## src/rtl/core/cse_div.sv

```systemverilog
// restoring divider, one quotient bit per cycle
`timescale 1ns / 1ps

module cse_div #(
  parameter int DVD_W = 28,
  parameter int DVS_W = 11,
  localparam int STEP_W = $clog2(DVD_W + 1)
) (
  input  logic             clk,
  input  logic             rst,
  input  logic             start,
  input  logic [DVD_W-1:0] dividend,
  input  logic [DVS_W-1:0] divisor,
  output logic             done,
  output logic [DVD_W-1:0] quotient
);

  logic              busy;
  logic [STEP_W-1:0] steps;
  logic [DVS_W-1:0]  rem;
  logic [DVS_W-1:0]  dvs;
  logic [DVD_W-1:0]  quo;
  logic [DVS_W:0]    trial;
  logic [DVS_W:0]    diff;
  logic              take;

  // trial subtract of the shifted remainder
  assign trial = {rem, quo[DVD_W-1]};
  assign diff  = trial - {1'b0, dvs};
  assign take  = (trial >= {1'b0, dvs});

  // step counter
  always_ff @(posedge clk) begin
    if (rst) begin
      busy  <= 1'b0;
      done  <= 1'b0;
      steps <= '0;
    end else begin
      done <= 1'b0;
      if (start) begin
        busy  <= 1'b1;
        steps <= STEP_W'(DVD_W);
      end else if (busy) begin
        steps <= steps - STEP_W'(1);
        if (steps == STEP_W'(1)) begin
          busy <= 1'b0;
          done <= 1'b1;
        end
      end
    end
  end

  // remainder and quotient shift
  always_ff @(posedge clk) begin
    if (start) begin
      rem <= '0;
      quo <= dividend;
      dvs <= divisor;
    end else if (busy) begin
      rem <= take ? diff[DVS_W-1:0] : trial[DVS_W-1:0];
      quo <= {quo[DVD_W-2:0], take};
    end
  end

  assign quotient = quo;

endmodule

```

## config.mk

```make
export PLATFORM = sky130hd
export DESIGN_NAME = cse_div
export DESIGN_NICKNAME = d
export VERILOG_FILES = /design/src/rtl/core/cse_div.sv
export SDC_FILE = /design/constraint.sdc
export NUM_CORES = 1
export LEC_CHECK = 0
export ABC_AREA = 1
export BUFFER_PORTS_ARGS = -buffer_cell sky130_fd_sc_hd__buf_2
export CAP_MARGIN = 15
export CORE_ASPECT_RATIO = 1.4
export CORE_MARGIN = 5
export CORE_UTILIZATION = 49
export CTS_BUF_LIST = sky130_fd_sc_hd__clkbuf_8
export CTS_CLUSTER_SIZE = 12
export DETAILED_ROUTE_END_ITERATION = 8
export GPL_TIMING_DRIVEN = 0
export PLACE_DENSITY = 0.83
export SLEW_MARGIN = 20
export SYNTH_ARGS = -nofsm -noshare
export SYNTH_HDL_FRONTEND = slang
export SYNTH_SLANG_ARGS = --single-unit
```

## constraint.sdc

```tcl
create_clock -name clk -period 1.7 [get_ports clk]
set_input_delay 0.085 -clock clk [delete_from_list [all_inputs] [get_ports clk]]
set_output_delay 0.085 -clock clk [all_outputs]
set_load 0.1 [all_outputs]
```

==> results of run 1 <==
==> kinds of logic after synthesis <==
| logic type | count (synthesis) |
|---|---|
| compound gates | 10 |
| buf+inv | 69 |
| simple gates | 237 |
| fa+ha+maj | 14 |
| flops | 57 |
| xor+xnor | 3 |
==> per-stage QoR <==
step                setup TNS [ns]  hold WS [ns]  total power (W)  utilization, %  instances
finish                       -1.73        0.0195          0.00392            66.3        571
global route                 -2.67        0.0247          0.00408            66.3        571
CTS                          -4.09       0.00939          0.00390            64.5        566
detailed placement          -10.43         0.263          0.00266            58.0        532
global placement             -9.48         0.261          0.00264            58.0        532
floorplan                    -8.31         0.154          0.00246               -        390
==> power by group through the flow <==
stage	clock [W]	combinational, W	sequential (W)
after floorplan	0	0.000277	0.00219
after global placement	0	0.000950	0.00169
after detailed placement	0	0.000967	0.00169
after CTS	0.00122	0.00102	0.00167
after global routing	0.00129	0.00111	0.00168
final	0.00120	0.00105	0.00167
==> repair_timing <==
action	CTS	global route
buffers inserted	5	4
endpoints found under the hold margin	13	0
hold buffers	12	0
resized for setup	8	18
cloned	1	1
setup endpoints to repair	41	41
pin swaps	3	9
==> how the worst max path moves through the flow <==
stage / from / end / cells after the start / slack (ns)
3_5_place_dp: start / quotient[8]$_DFFE_PP_ / 4 / -0.28
6_report: quotient[27]$_DFFE_PP_ / rem[8]$_SDFFE_PP0P_ / 12 / -0.17
5_1_grt: dvs[3]$_DFFE_PP_ / rem[7]$_SDFFE_PP0P_ / 10 / -0.25
3_3_place_gp: start / quotient[7]$_DFFE_PP_ / 4 / -0.26
4_1_cts: dvs[0]$_DFFE_PP_ / rem[6]$_SDFFE_PP0P_ / 11 / -0.19
2_1_floorplan: quotient[27]$_DFFE_PP_ / rem[6]$_SDFFE_PP0P_ / 12 / -0.71
==> critical path: stages (launching register included) <==
cell	delay [ns]
edfxtp_1	0.38
inv_2	0.06
ha_4	0.16
fa_2	0.36
inv_2	0.09
nand3_4	0.07
nand3_4	0.09
nand2_4	0.07
nand4_4	0.14
clkbuf_16	0.18
nand3_2	0.05
nand3_1	0.07
nand2_1	0.05
==> metal layers <==
metal	part of all wire, %	GRT usage (%)	vias to the layer above
met1	37	21.5	1349
met5	0	0	-
met3	6.9	4.73	12
met4	1.6	7.13	0
met2	54	37.5	102
li1	-	-	1455
==> flip-flops by register name, indices dropped and copies added (netlist names) <==
| register | flops |
|---|---|
| steps | 5 |
| busy | 1 |
| done | 1 |
| rem | 11 |
| quotient | 28 |
| dvs | 11 |
==> cell type report <==
type	count	area share, %
Timing Repair inverter	1	0.181
Tap cell	72	2.17
Buffer	13	2.05
Clock inverter	7	1.51
Multi-Input combinational cell	264	35.4
Inverter	56	5.16
Sequential cell	57	37.0
Timing Repair Buffer	92	13.6
Clock buffer	9	2.99
==> synth_stat cells, types with 2 or more instances <==
library cell  count
nand2_1         155
inv_1            54
edfxtp_1         39
nand3_1          27
dfxtp_1          18
nor2_1           17
nand4_1          15
ha_1             13
nand2_2          11
clkbuf_1          8
nand3_2           5
a21oi_1           4
a31oi_1           2
buf_4             2
inv_2             2
nor2_2            2
xnor2_1           2
==> results.sh, run 1 <==
export IMPL_worstHoldPathCells=3
export IMPL_synth_cell_types=31
export IMPL_final_nets=550
export IMPL_grt_overflow=0
export IMPL_yosys_mux_area_fraction_pct=0
export IMPL_avgViaCountPerCell=5.11
export IMPL_hp_class="in -> reg"
export IMPL_cts_buffers=9
export IMPL_cts_tree="built"
export IMPL_skew_ns=0.00645
export IMPL_via_count=2918
export IMPL_status="finished with violations"
export IMPL_drc=0
export IMPL_netlist_area_leader_share_pct=37.1
export IMPL_ys_flop_type="edfxtp_1"
export IMPL_routed_wl_mm=8.05
export IMPL_synthArstFlopShare_pct=0
export IMPL_synth_xor_area_share_pct=0.833
export IMPL_syn_num_nets=446
export IMPL_final_common_cell="nand2_1"
export IMPL_grtUsageTotal_pct=20.1
export IMPL_synth_edf_count=39
export IMPL_r2r_end="rem[8]$_SDFFE_PP0P_"
export IMPL_die_area_um2=8160
export IMPL_postSynthAreaPerCell_um2=8.09
export IMPL_critPathCaptureType="register"
export IMPL_finalSetupViolations=12
export IMPL_layout_common_cells="nand2_1, buf_2, inv_1"
export IMPL_relSlewSlack_pct=63.3
export IMPL_layout_min_cycle_time_ns=1.87
export IMPL_clkLatencyLatePin_ns=0.33
export IMPL_ant_nets=0
export IMPL_seq_area_um2=1530
export IMPL_drt_initial_drc_count=197
export IMPL_place_detailed_hpwl_mm=5.58
export IMPL_power_density_nw_per_um2=946
export IMPL_wl_per_cell_um=14.1
export IMPL_clock_path_buffers=2
export IMPL_synthSimpleGateAreaFrac_pct=33.6
export IMPL_worstPathRequired_ns=1.93
export IMPL_syn_to_final_growth_pct=31.4
export IMPL_p_comb_share_pct=26.7
export IMPL_p_leak_nw=2.09
export IMPL_rsz0062_at_grt="yes"
export IMPL_pre_cts_slack_ns=-0.283
export IMPL_ys_seq_area_share_pct=48.6
export IMPL_r2r_slack_ns=-0.17
export IMPL_cp_data_arrival_time_ns=2.10
export IMPL_vdd_ir_drop_worst_v=0.000858
export IMPL_core_area_um2=6250
export IMPL_final_area_um2=4140
export IMPL_min_to="quotient[8]$_DFFE_PP_"
export IMPL_die_h_um=105
export IMPL_yosysWarnings=0
export IMPL_h_tree_depth=3
export IMPL_fillers=473
export IMPL_p_sw_share_pct=36.0
export IMPL_internal_power_w=0.00251
export IMPL_grt_max_degree=30
export IMPL_ys_top_cells_by_area="edfxtp_1, nand2_1, dfxtp_1"
export IMPL_syn_area_um2=3150
export IMPL_violations="setup timing"
export IMPL_seqPwrFrac_pct=42.6
export IMPL_path_max_fanout=5
export IMPL_n_antenna_cell=0
export IMPL_grt_antenna_before_repair=0
export IMPL_final_max_slew_viol_count=0
export IMPL_start_kind="register"
export IMPL_p_clk_share_pct=30.7
export IMPL_worst_slack_ns=-0.166
export IMPL_clk_pin_slew_worst_paths_ns=0.07
export IMPL_die_w_um=77.8
export IMPL_synth_top_family_by_area="simple AND/OR/NAND/NOR gates"
export IMPL_start_util_pct=50.4
export IMPL_switchingPower_w=0.00141
export IMPL_grt_pass1_vias=2967
export IMPL_clock_root_buffer="clkbuf_8"
export IMPL_synthCells=390
export IMPL_hold_viol_final=0
export IMPL_multi_input_area_um2=1470
export IMPL_cts_sinks=57
export IMPL_yosysTopAreaCell="edfxtp_1"
export IMPL_tightest_slew_ns=0.551
export IMPL_num_io_pins=71
export IMPL_synth_seq_cells=57
export IMPL_place_area_um2=3620
export IMPL_place_gp_congestion=0.905
export IMPL_drv_cap=0
export IMPL_synth_compound_area_share_pct=2.02
export IMPL_synthAdderAreaFrac_pct=5.79
export IMPL_fin_crit_sh_pct=110
export IMPL_rows=34
export IMPL_hold_start="dividend[8]"
export IMPL_timing_rr_start="quotient[27]$_DFFE_PP_"
export IMPL_reg2reg_depth=12
export IMPL_grt_pass1_wl_mm=13.3
export IMPL_port_buffers=70
export IMPL_first_pass_iters=4
export IMPL_crit_type="reg -> reg"
export IMPL_drive_gt1_share_pct=29.3
export IMPL_timing_fmax_mhz=536
No activity file was read; power rests on OpenSTA's default activity.
==> inputs of run 2 (changes only) <==
- ABC_AREA: 1 -> not set
- PLACE_DENSITY: 0.83 -> 0.84
==> run 2 against run 1 <==
  * The run still ends with setup timing left
  * Synthesized cell count is 41% lower
  * Clock skew is 0.0028 ns higher
  * Setup slack worse by 0.54 ns
  * Cell area shrank 10%
  * Count of clock-buffer cells in the layout stayed put
  * Clock power is 14% lower
  * Register-to-register slack worse by 0.54 ns
  * Sequential cell count unchanged
  * Final cell count is 29% lower
  * Die area shrank 9.8%
  * Combinational power rose by 9%
  * Critical endpoint is now rem[3]$_SDFFE_PP0P_
==> results.sh, run 2 <==
export IMPL_drt_initial_drc_count=163
export IMPL_drv_cap=0
export IMPL_synth_most_common_cell="edfxtp_1"
export IMPL_final_common_cell="buf_2"
export IMPL_ant_nets=0
export IMPL_ys_flop_type="edfxtp_1"
export IMPL_synthCells=229
export IMPL_grt_pass1_wl_mm=11.1
export IMPL_r2r_slack_ns=-0.71
export IMPL_die_h_um=99.6
export IMPL_synthSimpleGateAreaFrac_pct=8.82
export IMPL_synth_xor_area_share_pct=3.12
export IMPL_h_tree_depth=3
export IMPL_critPathCaptureType="register"
export IMPL_tightest_slew_ns=0.563
export IMPL_postSynthAreaPerCell_um2=12.3
export IMPL_die_area_um2=7370
export IMPL_largest_reg_flops=28
export IMPL_p_clk_share_pct=26.6
export IMPL_synth_compound_area_share_pct=11.5
export IMPL_layout_min_cycle_time_ns=2.41
export IMPL_timing_fmax_mhz=415
export IMPL_synthArstFlopShare_pct=0
export IMPL_synth_top_family_by_area="multiplexers"
export IMPL_switchingPower_w=0.00142
export IMPL_p_leak_nw=1.58
export IMPL_drc=0
export IMPL_final_area_um2=3720
export IMPL_clk_pin_slew_worst_paths_ns=0.07
export IMPL_via_count=2268
export IMPL_netlist_area_leader_share_pct=41.7
export IMPL_vdd_ir_drop_worst_v=0.000961
export IMPL_core_area_um2=5530
export IMPL_num_io_pins=71
export IMPL_p_sw_share_pct=36.7
export IMPL_layout_common_cells="buf_2, edfxtp_1, mux2_2"
export IMPL_cp_data_arrival_time_ns=2.66
export IMPL_yosys_top_cells_count="edfxtp_1, mux2_2, nor2_1"
export IMPL_clock_path_buffers=2
export IMPL_worst_slack_ns=-0.709
export IMPL_seqPwrFrac_pct=43.8
export IMPL_dp_cells=367
export IMPL_synth_seq_cells=57
export IMPL_status="finished with violations"
export IMPL_rows=32
export IMPL_syn_area_um2=2810
export IMPL_wl_per_cell_um=17.3
export IMPL_crit_type="reg -> reg"
export IMPL_grtUsageTotal_pct=19.8
export IMPL_clock_root_buffer="clkbuf_8"
export IMPL_place_area_um2=3250
export IMPL_cts_sinks=57
export IMPL_grt_overflow=0
export IMPL_place_gp_congestion=0.885
export IMPL_cts_tree="built"
export IMPL_ys_seq_area_share_pct=54.5
export IMPL_yosys_mux_area_fraction_pct=11.8
export IMPL_synthAdderAreaFrac_pct=6.50
export IMPL_place_detailed_hpwl_mm=4.39
export IMPL_syn_num_nets=285
export IMPL_yosysTopAreaCell="edfxtp_1"
export IMPL_internal_power_w=0.00245
export IMPL_n_antenna_cell=0
export IMPL_first_pass_iters=4
export IMPL_cts_buffers=9
export IMPL_relSlewSlack_pct=62.3
export IMPL_avgViaCountPerCell=5.59
export IMPL_finalSetupViolations=12
export IMPL_path_max_fanout=4
export IMPL_fin_crit_sh_pct=142
export IMPL_syn_to_final_growth_pct=32.5
export IMPL_final_max_slew_viol_count=0
export IMPL_total_power_w=0.00386
export IMPL_routed_wl_mm=7.03
export IMPL_violations="setup timing"
export IMPL_synth_edf_count=39
export IMPL_yosysWarnings=0
export IMPL_finalNonFillerCells=406
export IMPL_worstPathRequired_ns=1.95
export IMPL_final_nets=389
export IMPL_skew_ns=0.00920
export IMPL_grt_antenna_before_repair=0
export IMPL_ys_top_cells_by_area="edfxtp_1, dfxtp_1, mux2_2"
export IMPL_port_buffers=70
export IMPL_rsz0062_at_grt="yes"
export IMPL_synth_cell_types=42
export IMPL_start_kind="register"
export IMPL_clkLatencyLatePin_ns=0.34
export IMPL_drive_gt1_share_pct=42.0
export IMPL_pre_cts_slack_ns=-0.794
export IMPL_power_density_nw_per_um2=1040
export IMPL_start_util_pct=50.8
export IMPL_die_w_um=74.0
export IMPL_hp_class="in -> reg"
export IMPL_p_comb_share_pct=29.6
export IMPL_grt_pass1_vias=2432
export IMPL_hold_viol_final=0
export IMPL_grt_max_degree=15
-- run 2: changes by cell type after synthesis, sizes merged, moves of 3 or more --
cell	previous run	this run
xor2	1	5
nand2	166	11
xnor2	2	5
o21ai	0	8
nand3	32	1
nand2b	0	4
a32oi	0	4
mux2	0	29
nand4	16	2
buf	5	2
nor3	1	4
o21a	0	4
inv	56	16
-- run 2: critical path, stage by stage (launching register included) --
cell,delay [ns]
edfxtp_1,0.42
ha_4,0.19
fa_2,0.34
and2b_1,0.23
o31a_4,0.17
o21ai_4,0.06
a21o_1,0.20
buf_4,0.15
or3_4,0.32
a311oi_2,0.25
-- run 2: power by group through the flow --
stage / sequential (W) / clock, W / combinational, W
floorplan: 0.00221 / 0 / 0.000334
global placement: 0.00171 / 0 / 0.00102
detailed placement: 0.00171 / 0 / 0.00104
CTS: 0.00169 / 0.00104 / 0.00111
global route: 0.00171 / 0.00111 / 0.00121
finish: 0.00169 / 0.00103 / 0.00114
-- run 2: worst paths after layout --
kind | start | end | cells after the start
max | dvs[0]$_DFFE_PP_ | rem[3]$_SDFFE_PP0P_ | 9
min | rst | steps[3]$_SDFFE_PP0P_ | 2
max reg2reg | dvs[0]$_DFFE_PP_ | rem[3]$_SDFFE_PP0P_ | 9
min reg2reg | rem[1]$_SDFFE_PP0P_ | rem[1]$_SDFFE_PP0P_ | 2
-- run 2: logic make-up (layout without fill, tap and decap cells) --
| group | count (synthesis) | count (layout) |
|---|---|---|
| flip-flops | 57 | 57 |
| AND/OR/NAND/NOR | 52 | 52 |
| AO/OA/AOI/OAI | 42 | 42 |
| multiplexers | 29 | 29 |
| buffers and inverters | 25 | 134 |
| adder cells (fa/ha/maj) | 14 | 14 |
| XOR/XNOR | 10 | 10 |
-- run 2: per-stage QoR --
step | utilization (%) | setup TNS, ns | hold slack, ns
after floorplan | - | -13.46 | 0.157
after global placement | 58.8 | -19.23 | 0.261
after detailed placement | 58.8 | -21.77 | 0.264
after CTS | 65.9 | -7.79 | 0.00182
after global routing | 67.3 | -8.46 | 0.0287
final | 67.3 | -7.55 | 0.0180
-- run 2: repair_timing --
item                                   CTS  global route
pin swaps                               12             9
gates cloned                             1             1
endpoints found under the hold margin   11             0
hold buffers                            11             0
setup endpoints to repair               40            41
resized for setup                       14             9
buffers inserted                        11             2
-- run 2: final cells by class --
type                       instances  area (um^2)
fill                             380         1800
sequential                        57         1530
multi-input combinational        147         1240
timing repair buffer              93          583
clock buffer                       9          124
tap                               68         85.1
inverter                          16         63.8
buffer                             8         53.8
clock inverter                     7         28.8
timing repair inverter             1         7.51
-- run 2: layer usage --
metal / global-route usage, % / routed length (um)
met5: 0 / 0
met4: 9.48 / 289
met3: 6.88 / 542
met2: 33.6 / 3530
met1: 21.7 / 2670
==> inputs of run 3 (changes only) <==
- PLACE_DENSITY: 0.84 -> not set
- PLACE_DENSITY_LB_ADDON: not set -> 0.12
- clock period: 1.7 -> 2.72 ns (I/O delays scaled with it)
==> run 3 against run 2 <==
  * Highest routed layer unchanged
  * The run now ends clean
  * Register-to-register slack improved by 0.89 ns
  * Global-route usage is 1.8 points lower
  * Die area unchanged
  * Sequential share of layout area up 2.4 points
  * Clock skew hardly changed
  * Largest power group unchanged
  * Clock power decreased by 38%
  * Count of clock-buffer cells in the layout did not move
==> results.sh, run 3 (synthesis gave the netlist of run 2 again) <==
export IMPL_drv_cap=0
export IMPL_grt_max_degree=29
export IMPL_place_detailed_hpwl_mm=4.38
export IMPL_r2r_end="rem[0]$_SDFFE_PP0P_"
export IMPL_drive_gt1_share_pct=37.1
export IMPL_place_gp_congestion=0.890
export IMPL_total_power_w=0.00235
export IMPL_timing_fmax_mhz=394
export IMPL_path_buf_inv=2
export IMPL_die_area_um2=7370
export IMPL_clkLatencyLatePin_ns=0.33
export IMPL_syn_to_final_growth_pct=25.1
export IMPL_relSlewSlack_pct=30.3
export IMPL_grt_pass1_wl_mm=10.2
export IMPL_layout_min_cycle_time_ns=2.54
export IMPL_power_density_nw_per_um2=669
export IMPL_grt_pass1_vias=2251
export IMPL_final_max_slew_viol_count=0
export IMPL_final_area_um2=3510
export IMPL_start_util_pct=50.8
export IMPL_die_w_um=74.0
export IMPL_cts_buffers=9
export IMPL_crit_chain="inv_1 > ha_2 > fa_2 > and2b_1 > o31a_4 > o21ai_2 > a21o_1 > buf_6 > mux2_4 > a211oi_2"
export IMPL_cp_data_arrival_time_ns=2.79
export IMPL_h_tree_depth=3
export IMPL_first_pass_iters=4
export IMPL_start_kind="register"
export IMPL_fin_crit_sh_pct=93.2
export IMPL_finalSetupViolations=0
export IMPL_n_antenna_cell=0
export IMPL_largest_reg_flops=28
export IMPL_crit_family="compound AO/OA/AOI/OAI gates"
export IMPL_tightest_slew_ns=1.04
export IMPL_drc=0
export IMPL_port_buffers=70
export IMPL_timing_rr_start="quotient[27]$_DFFE_PP_"
export IMPL_grt_overflow=0
export IMPL_grt_antenna_before_repair=0
export IMPL_worstHoldPathCells=2
export IMPL_avgViaCountPerCell=5.34
export IMPL_whs_ns=0.0621
export IMPL_cts_tree="built"
export IMPL_num_io_pins=71
export IMPL_critPathCaptureType="register"
export IMPL_hold_viol_final=0
export IMPL_status="complete, no violations"
export IMPL_crit_type="reg -> reg"
export IMPL_cp_startpoint="quotient[27]$_DFFE_PP_"
export IMPL_path_max_fanout=10
export IMPL_cpPeakStageDelay_ns=0.40
export IMPL_rows=32
export IMPL_reg2reg_depth=10
export IMPL_final_common_cell="buf_2"
export IMPL_skew_ns=0.00918
export IMPL_layout_common_cells="buf_2, edfxtp_1, mux2_2"
export IMPL_core_area_um2=5530
export IMPL_fillers=475
export IMPL_hold_start="rst"
export IMPL_die_h_um=99.6
export IMPL_drt_initial_drc_count=166
export IMPL_worstPathRequired_ns=2.97
export IMPL_dp_cells=367
export IMPL_final_nets=377
export IMPL_wl_per_cell_um=15.2
export IMPL_clk_pin_slew_worst_paths_ns=0.07
export IMPL_min_to="steps[0]$_SDFFE_PP0P_"
export IMPL_place_area_um2=3250
export IMPL_r2r_slack_ns=0.18
export IMPL_routed_wl_mm=5.98
export IMPL_rsz0062_at_grt="no"
export IMPL_fin_util_pct=63.6
export IMPL_p_leak_nw=1.50
export IMPL_crit_slowest_cell="edfxtp_1"
export IMPL_cts_sinks=57
export IMPL_grtUsageTotal_pct=18.0
export IMPL_clock_path_buffers=2
export IMPL_vdd_ir_drop_worst_v=0.000422
export IMPL_finalNonFillerCells=394
export IMPL_hp_class="in -> reg"
export IMPL_via_count=2105
export IMPL_ant_nets=0
export IMPL_clock_root_buffer="clkbuf_8"
-- run 3: stage by stage --
stage,setup WS [ns],setup TNS [ns]
after floorplan,-0.183,-1.22
after global placement,0.206,0
after detailed placement,0.171,0
after CTS,0.155,0
after global routing,0.0436,0
final,0.184,0
-- run 3: area by class of cell --
cell class              instances  area (um^2)  share of cell area (%)
clock buffers                   9          124                    3.52
clock inverters                 7         31.3                   0.890
plain buffers                   9         45.0                    1.28
flip-flops and latches         57         1530                    43.6
multi-input cells             147         1180                    33.5
repair buffers                 81          460                    13.1
inverters                      16         60.1                    1.71
well taps                      68         85.1                    2.42
-- run 3: worst max path at each step --
| stage | to | slack, ns | cells past startpoint |
|---|---|---|---|
| floorplan | rem[4]$_SDFFE_PP0P_ | -0.18 | 10 |
| global placement | rem[0]$_SDFFE_PP0P_ | 0.21 | 10 |
| detailed placement | rem[0]$_SDFFE_PP0P_ | 0.17 | 10 |
| CTS | rem[0]$_SDFFE_PP0P_ | 0.16 | 10 |
| global route | rem[0]$_SDFFE_PP0P_ | 0.04 | 10 |
| finish | rem[0]$_SDFFE_PP0P_ | 0.18 | 10 |
-- run 3: per-layer routing --
metal	part of all wire, %	GRT usage [%]
met5	0	0
met4	1.8	8.23
met2	51	30.4
met3	6.1	5.66
met1	41	20.3
-- run 3: repair_timing --
action,CTS,global route
resized for setup,0,0
hold buffers,11,0
hold endpoints to repair,11,0
buffers inserted,0,0
-- run 3: report_power, final --
part / total, W / switching [W] / leakage [nW] / internal (W)
combinational: 0.000660 / 0.000483 / 0.864 / 0.000176
sequential: 0.00105 / 0.0000378 / 0.538 / 0.00101
clock: 0.000640 / 0.000327 / 0.0963 / 0.000313
